`src/sv/htdc_pkg.sv`:
```
package htdc_pkg;

  typedef enum logic [2:0] {
    StIdle,
    StPrep,
    StLin,
    StDiv,
    StProd,
    StWait,
    StFinish
  } htdc_state_e;

  typedef enum logic [2:0] {
    RegCalMode    = 3'd0,
    RegCalLowRaw  = 3'd1,
    RegCalHighRaw = 3'd2,
    RegDriveGain  = 3'd3,
    RegMinDrive   = 3'd4,
    RegChecksum   = 3'd5
  } htdc_reg_e;

  localparam int unsigned RegIdxW  = 3;
  localparam int unsigned WordW    = 16;
  localparam int unsigned ElapsedW = 10;
  localparam int unsigned TimerW   = 17;
  localparam int unsigned SpanCW   = 9;
  localparam int unsigned LinProdW = 25;

  localparam logic [WordW-1:0]  FastDrive   = 16'h5FFF;
  localparam logic [WordW-1:0]  FaultDelta  = 16'd30;
  localparam logic [WordW-1:0]  FastDelta   = 16'd20;
  localparam logic [WordW-1:0]  LowPointC   = 16'd100;
  localparam logic [SpanCW-1:0] SpanC       = 9'd300;
  localparam logic [WordW-1:0]  LowRawMax   = 16'h0100;
  localparam logic [WordW-1:0]  HighRawMax  = 16'hF000;
  localparam logic [WordW-1:0]  GainMax     = 16'd1000;
  localparam logic [WordW-1:0]  MinDriveMax = 16'hF000;

  localparam logic [WordW-1:0]  RstCalLow   = 16'd177;
  localparam logic [WordW-1:0]  RstCalHigh  = 16'd928;
  localparam logic [WordW-1:0]  RstGain     = 16'd450;
  localparam logic [WordW-1:0]  RstMinDrive = 16'd45;
  localparam logic [WordW-1:0]  RstChecksum = 16'd1600;
  localparam logic [WordW-1:0]  RstLastSp   = 16'hFFFF;

endpackage

```
`src/sv/heater_temperature_drive_controller.sv`:
```
// Channel  Role    Handshake                 Payload
// in       sink    in_valid_i / in_stall_o   sample_raw_i setpoint_i elapsed_ms_i external_error_i
// out      source  out_valid_o / out_stall_i drive_level_o drive_connected_o temperature_o
//                                            calibration_fault_o heating_fault_o
// cfg      sink    cfg_we_i                  cfg_index_i cfg_data_i
//
// Each tick runs through the bit-serial times-300 multiply, then the restoring divider, then the
// two drive multipliers that run side by side, with control states around these steps.
// The block takes one tick at a time; the result beat waits in the output register, and the
// next tick is accepted while it waits.
// A stalled result holds the block in its finish state only when a further result is ready.
// Reset is asynchronous and active low and loads the calibration defaults.
module heater_temperature_drive_controller
  import htdc_pkg::*;
#(
  parameter int unsigned TIMEOUT_MS     = 90000,
  parameter int unsigned MAX_SETPOINT_C = 500
) (
  input  logic                clk_i,
  input  logic                rst_ni,
  input  logic                cfg_we_i,
  input  logic [RegIdxW-1:0]  cfg_index_i,
  input  logic [WordW-1:0]    cfg_data_i,
  input  logic                in_valid_i,
  output logic                in_stall_o,
  input  logic [WordW-1:0]    sample_raw_i,
  input  logic [WordW-1:0]    setpoint_i,
  input  logic [ElapsedW-1:0] elapsed_ms_i,
  input  logic                external_error_i,
  output logic                out_valid_o,
  input  logic                out_stall_i,
  output logic [WordW-1:0]    drive_level_o,
  output logic                drive_connected_o,
  output logic [WordW-1:0]    temperature_o,
  output logic                calibration_fault_o,
  output logic                heating_fault_o
);

  localparam logic [WordW-1:0]  MaxSp      = WordW'(MAX_SETPOINT_C);
  localparam logic [TimerW-1:0] TimeoutLim = TimerW'(TIMEOUT_MS);

  htdc_state_e state_q, state_d;

  logic              cal_mode_q;
  logic [WordW-1:0]  cal_low_q, cal_high_q, gain_q, mind_q, checksum_q;

  logic [WordW-1:0]  last_sp_q, last_sp_d;
  logic [TimerW-1:0] timer_q, timer_d;
  logic              drive_en_q, drive_en_d;
  logic [WordW-1:0]  hold_q, hold_d;
  logic              cal_latch_q, cal_latch_d;
  logic              heat_latch_q, heat_latch_d;
  logic              out_valid_q;
  logic [WordW-1:0]  temp_out_q;

  logic [WordW-1:0]    sample_q, sp_q, temp_q;
  logic [ElapsedW-1:0] elapsed_q;
  logic                ext_q, bad_q, neg_q;

  logic accept, in_stall, lin_start, div_start, prod_start, finish_en;

  logic [WordW-1:0] cfg_sum;
  logic             bad_now;
  logic [WordW-1:0] lo_eff, hi_eff, gain_eff, mind_eff, span, mag;
  logic             neg_now;

  logic                lin_done, div_done, gain_done, floor_done;
  logic [LinProdW-1:0] lin_prod, quo;
  logic [WordW-1:0]    gain_prod, floor_prod;
  logic [LinProdW:0]   pos_sum;
  logic [WordW-1:0]    lin_temp;
  logic [WordW-1:0]    delta;
  logic                below;
  logic [TimerW:0]     timer_sum;
  logic [TimerW-1:0]   timer_sat, timer_run;
  logic                run;
  logic [WordW-1:0]    level;

  assign accept = in_valid_i && !in_stall;

  always_comb begin
    state_d = state_q;
    case (state_q)
      StIdle: begin
        if (in_valid_i) begin
          state_d = StPrep;
        end
      end
      StPrep:   state_d = StLin;
      StLin: begin
        if (lin_done) begin
          state_d = StDiv;
        end
      end
      StDiv: begin
        if (div_done) begin
          state_d = StProd;
        end
      end
      StProd:   state_d = StWait;
      StWait: begin
        if (gain_done && floor_done) begin
          state_d = StFinish;
        end
      end
      StFinish: begin
        if (!out_valid_q || !out_stall_i) begin
          state_d = StIdle;
        end
      end
      default:  state_d = StIdle;
    endcase
  end

  always_comb begin
    in_stall   = 1'b1;
    lin_start  = 1'b0;
    div_start  = 1'b0;
    prod_start = 1'b0;
    finish_en  = 1'b0;
    case (state_q)
      StIdle:   in_stall = 1'b0;
      StPrep:   lin_start = 1'b1;
      StLin:    div_start = lin_done;
      StProd:   prod_start = 1'b1;
      StFinish: finish_en = !out_valid_q || !out_stall_i;
      default: begin
      end
    endcase
  end

  assign cfg_sum = cal_low_q + cal_high_q + gain_q + mind_q;
  assign bad_now = (cfg_sum != checksum_q) || (cal_low_q > LowRawMax) ||
                   (cal_high_q > HighRawMax) || (gain_q > GainMax) ||
                   (mind_q > MinDriveMax);

  assign lo_eff   = bad_q ? '0 : cal_low_q;
  assign hi_eff   = bad_q ? WordW'(1) : cal_high_q;
  assign gain_eff = bad_q ? WordW'(1) : gain_q;
  assign mind_eff = bad_q ? '0 : mind_q;
  assign span     = (hi_eff == lo_eff) ? WordW'(1) : hi_eff - lo_eff;
  assign neg_now  = sample_q < lo_eff;
  assign mag      = neg_now ? lo_eff - sample_q : sample_q - lo_eff;

  htdc_mul #(.AW(WordW), .BW(SpanCW), .PW(LinProdW)) u_mul_lin (
    .clk_i  (clk_i),
    .rst_ni (rst_ni),
    .start_i(lin_start),
    .a_i    (mag),
    .b_i    (SpanC),
    .done_o (lin_done),
    .prod_o (lin_prod)
  );

  htdc_div #(.NW(LinProdW), .DW(WordW)) u_div (
    .clk_i  (clk_i),
    .rst_ni (rst_ni),
    .start_i(div_start),
    .num_i  (lin_prod),
    .den_i  (span),
    .done_o (div_done),
    .quo_o  (quo)
  );

  assign pos_sum = {1'b0, quo} + (LinProdW + 1)'(LowPointC);

  always_comb begin
    if (neg_q) begin
      lin_temp = (quo >= LinProdW'(LowPointC)) ? '0 : LowPointC - quo[WordW-1:0];
    end else begin
      lin_temp = (|pos_sum[LinProdW:WordW]) ? '1 : pos_sum[WordW-1:0];
    end
  end

  assign below = temp_q < sp_q;
  assign delta = below ? sp_q - temp_q : '0;

  htdc_mul #(.AW(WordW), .BW(WordW), .PW(WordW)) u_mul_gain (
    .clk_i  (clk_i),
    .rst_ni (rst_ni),
    .start_i(prod_start),
    .a_i    (delta),
    .b_i    (gain_eff),
    .done_o (gain_done),
    .prod_o (gain_prod)
  );

  htdc_mul #(.AW(WordW), .BW(WordW), .PW(WordW)) u_mul_floor (
    .clk_i  (clk_i),
    .rst_ni (rst_ni),
    .start_i(prod_start),
    .a_i    (sp_q),
    .b_i    (mind_eff),
    .done_o (floor_done),
    .prod_o (floor_prod)
  );

  assign timer_sum = {1'b0, timer_q} + (TimerW + 1)'(elapsed_q);
  assign timer_sat = timer_sum[TimerW] ? '1 : timer_sum[TimerW-1:0];
  assign timer_run = (last_sp_q != sp_q) ? '0 : timer_sat;

  always_comb begin
    cal_latch_d  = cal_latch_q | bad_q;
    heat_latch_d = heat_latch_q;
    run          = cal_mode_q || (!ext_q && !cal_latch_d && !heat_latch_q);
    last_sp_d    = last_sp_q;
    timer_d      = timer_sat;
    drive_en_d   = 1'b0;
    hold_d       = hold_q;
    level        = gain_prod;
    if (run) begin
      last_sp_d  = sp_q;
      timer_d    = timer_run;
      drive_en_d = sp_q != '0;
      if (below) begin
        if (delta > FaultDelta) begin
          if (timer_run >= TimeoutLim) begin
            heat_latch_d = 1'b1;
          end
        end else begin
          timer_d = '0;
        end
        if (!cal_mode_q && (delta > FastDelta)) begin
          level = FastDrive;
        end
        hold_d = (level < floor_prod) ? floor_prod : level;
      end else begin
        hold_d = '0;
      end
    end
  end

  always_ff @(posedge clk_i or negedge rst_ni) begin
    if (!rst_ni) begin
      state_q      <= StIdle;
      cal_mode_q   <= 1'b0;
      cal_low_q    <= RstCalLow;
      cal_high_q   <= RstCalHigh;
      gain_q       <= RstGain;
      mind_q       <= RstMinDrive;
      checksum_q   <= RstChecksum;
      last_sp_q    <= RstLastSp;
      timer_q      <= '0;
      drive_en_q   <= 1'b0;
      hold_q       <= '0;
      cal_latch_q  <= 1'b0;
      heat_latch_q <= 1'b0;
      out_valid_q  <= 1'b0;
    end else begin
      state_q <= state_d;
      if (cfg_we_i) begin
        case (htdc_reg_e'(cfg_index_i))
          RegCalMode:    cal_mode_q <= cfg_data_i[0];
          RegCalLowRaw:  cal_low_q  <= cfg_data_i;
          RegCalHighRaw: cal_high_q <= cfg_data_i;
          RegDriveGain:  gain_q     <= cfg_data_i;
          RegMinDrive:   mind_q     <= cfg_data_i;
          RegChecksum:   checksum_q <= cfg_data_i;
          default: begin
          end
        endcase
      end
      if (finish_en) begin
        last_sp_q    <= last_sp_d;
        timer_q      <= timer_d;
        drive_en_q   <= drive_en_d;
        hold_q       <= hold_d;
        cal_latch_q  <= cal_latch_d;
        heat_latch_q <= heat_latch_d;
        out_valid_q  <= 1'b1;
      end else if (out_valid_q && !out_stall_i) begin
        out_valid_q <= 1'b0;
      end
    end
  end

  always_ff @(posedge clk_i) begin
    if (accept) begin
      sample_q  <= sample_raw_i;
      sp_q      <= (!cal_mode_q && (setpoint_i > MaxSp)) ? MaxSp : setpoint_i;
      elapsed_q <= elapsed_ms_i;
      ext_q     <= external_error_i;
      bad_q     <= bad_now;
    end
    if (lin_start) begin
      neg_q <= neg_now;
    end
    if (div_done) begin
      temp_q <= cal_mode_q ? sample_q : lin_temp;
    end
    if (finish_en) begin
      temp_out_q <= temp_q;
    end
  end

  assign in_stall_o          = in_stall;
  assign out_valid_o         = out_valid_q;
  assign drive_level_o       = hold_q;
  assign drive_connected_o   = drive_en_q;
  assign temperature_o       = temp_out_q;
  assign calibration_fault_o = cal_latch_q;
  assign heating_fault_o     = heat_latch_q;

endmodule

```
`src/sv/htdc_mul.sv`:
```
module htdc_mul #(
  parameter int unsigned AW = 16,
  parameter int unsigned BW = 16,
  parameter int unsigned PW = 16
) (
  input  logic          clk_i,
  input  logic          rst_ni,
  input  logic          start_i,
  input  logic [AW-1:0] a_i,
  input  logic [BW-1:0] b_i,
  output logic          done_o,
  output logic [PW-1:0] prod_o
);

  localparam int unsigned CntW = $clog2(BW + 1);

  logic            busy_q;
  logic            done_q;
  logic [CntW-1:0] cnt_q;
  logic [PW-1:0]   acc_q;
  logic [PW-1:0]   a_q;
  logic [BW-1:0]   b_q;

  always_ff @(posedge clk_i or negedge rst_ni) begin
    if (!rst_ni) begin
      busy_q <= 1'b0;
      done_q <= 1'b0;
      cnt_q  <= '0;
    end else begin
      done_q <= 1'b0;
      if (start_i) begin
        busy_q <= 1'b1;
        cnt_q  <= CntW'(BW);
      end else if (busy_q) begin
        cnt_q <= cnt_q - 1'b1;
        if (cnt_q == CntW'(1)) begin
          busy_q <= 1'b0;
          done_q <= 1'b1;
        end
      end
    end
  end

  always_ff @(posedge clk_i) begin
    if (start_i) begin
      acc_q <= '0;
      a_q   <= PW'(a_i);
      b_q   <= b_i;
    end else if (busy_q) begin
      if (b_q[0]) begin
        acc_q <= acc_q + a_q;
      end
      a_q <= {a_q[PW-2:0], 1'b0};
      b_q <= {1'b0, b_q[BW-1:1]};
    end
  end

  assign done_o = done_q;
  assign prod_o = acc_q;

endmodule

```
`src/sv/htdc_div.sv`:
```
module htdc_div #(
  parameter int unsigned NW = 25,
  parameter int unsigned DW = 16
) (
  input  logic          clk_i,
  input  logic          rst_ni,
  input  logic          start_i,
  input  logic [NW-1:0] num_i,
  input  logic [DW-1:0] den_i,
  output logic          done_o,
  output logic [NW-1:0] quo_o
);

  localparam int unsigned CntW = $clog2(NW + 1);

  logic            busy_q;
  logic            done_q;
  logic [CntW-1:0] cnt_q;
  logic [DW-1:0]   rem_q;
  logic [DW-1:0]   den_q;
  logic [NW-1:0]   quo_q;
  logic [DW:0]     shifted;
  logic [DW:0]     diff;
  logic            ge;

  assign shifted = {rem_q, quo_q[NW-1]};
  assign ge      = shifted >= {1'b0, den_q};
  assign diff    = shifted - {1'b0, den_q};

  always_ff @(posedge clk_i or negedge rst_ni) begin
    if (!rst_ni) begin
      busy_q <= 1'b0;
      done_q <= 1'b0;
      cnt_q  <= '0;
    end else begin
      done_q <= 1'b0;
      if (start_i) begin
        busy_q <= 1'b1;
        cnt_q  <= CntW'(NW);
      end else if (busy_q) begin
        cnt_q <= cnt_q - 1'b1;
        if (cnt_q == CntW'(1)) begin
          busy_q <= 1'b0;
          done_q <= 1'b1;
        end
      end
    end
  end

  always_ff @(posedge clk_i) begin
    if (start_i) begin
      rem_q <= '0;
      den_q <= den_i;
      quo_q <= num_i;
    end else if (busy_q) begin
      rem_q <= ge ? diff[DW-1:0] : shifted[DW-1:0];
      quo_q <= {quo_q[NW-2:0], ge};
    end
  end

  assign done_o = done_q;
  assign quo_o  = quo_q;

endmodule

```
`config.mk`:
```
export PLATFORM = sky130hd
export DESIGN_NAME = heater_temperature_drive_controller
export DESIGN_NICKNAME = d
export VERILOG_FILES = /design/src/sv/htdc_pkg.sv /design/src/sv/heater_temperature_drive_controller.sv /design/src/sv/htdc_mul.sv /design/src/sv/htdc_div.sv
export SDC_FILE = /design/constraint.sdc
export NUM_CORES = 1
export LEC_CHECK = 0
export BUFFER_PORTS_ARGS = -buffer_cell sky130_fd_sc_hd__clkbuf_2
export CAP_MARGIN = 20
export CORE_AREA = 2 2 231 233
export CTS_BUF_LIST = sky130_fd_sc_hd__clkbuf_4 sky130_fd_sc_hd__clkbuf_8
export DETAILED_ROUTE_END_ITERATION = 10
export DIE_AREA = 0 0 233 235
export GPL_TIMING_DRIVEN = 1
export PLACE_DENSITY_LB_ADDON = 0.2
export REMOVE_ABC_BUFFERS = 1
export SLEW_MARGIN = 15
export SYNTH_ARGS = -nofsm -noshare
export SYNTH_HDL_FRONTEND = slang
export SYNTH_HIERARCHICAL = 1
export SYNTH_SLANG_ARGS = --single-unit
export TNS_END_PERCENT = 1
```
`constraint.sdc`:
```
create_clock -name clk_i -period 5.7 [get_ports clk_i]
set_input_delay 0 -clock clk_i [delete_from_list [all_inputs] [get_ports clk_i]]
set_output_delay 0 -clock clk_i [all_outputs]
set_load 0.02 [all_outputs]
```
==> impl_metrics.yaml <==
die:
  floorplan.rows: 84
  initial_utilization: 0.5536
  dieArea_sq_um: 54760
  fp.dieH_um: 235
  pin_count: 104
  die_w_um: 233
  core_footprint_sq_um: 52240
global_route:
  grt_pass1_vias: 22280
  grt_antenna_before_repair: 2
  grt_max_degree: 99
  global_route_met1_utilization: 0.3711
  globalRoute.busiestLayer: "met2"
  global_route.overflow_total: 0
  global_route_wire_length_before_repair_mm: 120.1
  gr-usage-all-layers: 0.2748
  groute.layer.met2.usage: 0.4514
  gr-usage-met3: 0.03471
clock_network:
  clkLatencyLatePin_ps: 680
  number_of_sinks_driven_by_the_clock_tree: 453
  cts_inserted_buffers: 80
  tritoncts: "yes"
  cts-htree-levels: 3
  cts_root_buffer: "clkbuf_8"
  post_cts.repair.setup_buffers: 0
  clk_path_buf_depth: 3
  worst_setup_hold_path_clk_slew_ps: 60
critical_path:
  start_kind: "flop"
  worst_ep_arrival_time_ps: 5790
  regToRegEndpoint: "drive_level_o[0]"
  path_max_fanout: 16
  rr_startpoint: "sp_q[3]"
  reg2regPathDepth: 20
  timing.setup.critical_path_class: "reg -> reg"
  timing.critical_path.to_type: "flop"
  critPathRequiredTime_ps: 6230
  r2r_setup_slack_ps: 430
power_and_ir_drop:
  irDropWorstVdd_uv: 326.2
  power_density_nw_per_um2: 444.7
  power.static_leakage_nw: 13.65
  total_power_w: 0.01448
sta:
  max_freq_mhz: 189.8
  setup_violations: 0
  hold_viol_final: 2
  timing_max_transition_violations_final: 0
  fin_crit_sh: 0.9243
  fin_worst_hold_slack_ps: -3.743
  worst-slew-pin-transition_ps: 1065
  max_slew_headroom: 0.2859
  rsz_0062_raised_after_global_routing: "no"
  finalClockSkew_ps: 37.78
  final.min_clock_period_ps: 5268
final_layout:
  multi_input_comb_area_sq_um: 15920
  final-instance-count-excl-fill: 3800
  final_nets: 3335
  area_delta_synth_final_pct: 12.61
  drive_gt1_frac: 0.1835
  final_core_util: 0.6233
  layout_commonest_cell: "nand2_1"
  seqCellArea_sq_um: 12010
  most_frequent_cells_in_the_layout: "nand2_1, edfxtp_1, mux2_2, a21oi_1, ha_1"
  fillers: 4285
place:
  dp.cells: 3578
  dpl_hpwl_mm: 54.87
  gp_congestion: 0.9146
  buffer_ports.inserted: 103
synth:
  synth_enable_flop_cells: 207
  top_ff_cell_synth: "edfxtp_1"
  async_reset_ff_frac: 0.3620
  syn_area_per_cell_sq_um: 10.06
  yosysUniqueCellTypes: 97
  post_synth_instance_area_sq_um: 28920
  post_synthesis_register_bit_count: 453
  yosysWarnings: 6
  postSynthCellCount: 2875
  synth-seq-area-share: 0.4152
run:
  maxCapViolations: 0
route:
  route.detailed.drc: 0
  vias: 22660
  wl_mm: 75.21
  dr.pass1.iters: 7
  routed_wire_length_per_instance_um: 19.79
  post_drt_via_cell_ratio: 5.962
  dr_iter_0_viols: 1382
  drt.antenna.violating_nets: 0
status:
  status: "finished, violations left"
  violations_in_the_final_reports: "negative hold slack"
min_path:
  hp-class: "in -> async"
-- logic make-up after synthesis --
| group | share of synthesized area |
|---|---|
| xor gates and xnor gates | 0.04665 |
| AOI/OAI and AO/OA | 0.1417 |
| adders and majority gates | 0.1066 |
| other | 0.0002597 |
| muxes | 0.08827 |
| buffers and inverters | 0.03795 |
| DFF | 0.4152 |
| and+or+nand+nor | 0.1634 |
-- area by class of cell --
cell class	instances	share of cell area
diodes	1	0.00007686
repair buffers	205	0.04623
flip-flops and latches	453	0.3687
clock inverters	31	0.008608
multi-input cells	2162	0.4888
inverters	143	0.01649
clock buffers	117	0.04465
well taps	688	0.02644
-- metrics by stage --
step	TNS (ps)	setup WS [ps]	area, sq um	hold slack, ps
after floorplan	-719590	-4391	28380	-295.6
after global placement	0	517.2	30050	136.6
after detailed placement	0	441.9	30070	132.0
after CTS	0	399.5	32510	1.566
after global routing	0	11.55	32560	38.36
final	0	431.5	32560	-3.743
-- sequential cells by signal, summed over array words and instances, names as in the netlist, 17 cells and up --
register / count
u_div/quo_o: 25
u_mul_lin/prod_o: 25
timer_q: 17
u_mul_lin/a_q: 25
-- worst max-delay path by stage --
stage / start / endpoint / depth (start not counted)
finish: sp_q[3] / drive_level_o[0] / 20
floorplan: state_q[0] / u_mul_floor/a_q[0] / 2
global route: sp_q[9] / drive_level_o[0] / 21
CTS: sp_q[0] / drive_level_o[0] / 23
global placement: sp_q[0] / drive_level_o[15] / 23
detailed placement: sp_q[0] / drive_level_o[13] / 23
-- critical path, cell delays in order, from the launching register on --
cell and delay [ps]:
edfxtp_1 490, ha_1 430, a21o_1 200, a221o_1 470, a211oi_2 280, xor2_1 290, and4bb_1 270, nand4_1 230
and2_4 280, or2_1 240, ha_1 290, a21oi_1 150, nor2b_1 50, o21ai_0 140, nand2b_1 90, or3_1 350
a21oi_1 160, o221ai_2 220, buf_4 230, o211ai_1 110, o211ai_1 120
-- where the power goes --
part	total (W)	internal [W]	switching (W)
clock	0.00328	0.00187	0.00141
sequential	0.00499	0.00427	0.000720
combinational	0.00621	0.00277	0.00343
total	0.0145	0.00892	0.00556
-- routing by layer --
layer | vias to the layer above | routed length (um)
met4 | 0 | 2591
met2 | 656 | 35890
met1 | 11110 | 33060
met3 | 152 | 3672
li1 | 10740 | -
met5 | - | 0
-- what timing repair did --
item / in CTS / in global routing
hold endpoints to repair: 212 / 0
gates resized for setup: 0 / 1
setup endpoints to repair: 0 / 5
hold buffers: 70 / 0
-- synthesized netlist by cell type, types with 16 or more instances --
library cell / number / area share
nor3_1: 65 / 0.011
and2_1: 25 / 0.0054
dfstp_2: 35 / 0.032
or3_1: 22 / 0.0048
nor4_1: 32 / 0.0069
o21a_1: 21 / 0.0055
buf_1: 16 / 0.0021
xor2_1: 44 / 0.013
mux2_2: 192 / 0.075
o21ai_0: 113 / 0.020
nand3b_1: 18 / 0.0047
clkbuf_1: 83 / 0.011
a211oi_1: 35 / 0.0091
xnor2_1: 110 / 0.033
nor3b_1: 25 / 0.0065
or2_2: 19 / 0.0041
mux2i_1: 39 / 0.014
nor2b_1: 79 / 0.017
a21oi_1: 188 / 0.033
ha_1: 184 / 0.080
nand2_1: 233 / 0.030
o211ai_1: 25 / 0.0065
nand3_1: 82 / 0.014
dfxtp_1: 82 / 0.057
nor2_1: 183 / 0.024
inv_1: 142 / 0.018
fa_1: 39 / 0.027
nand2b_1: 44 / 0.0095
nand4_1: 28 / 0.0061
edfxtp_1: 207 / 0.21
a21o_1: 67 / 0.017
and3_1: 27 / 0.0058
dfrtp_1: 129 / 0.11
Note: power is estimated with default switching activity, not from simulation.
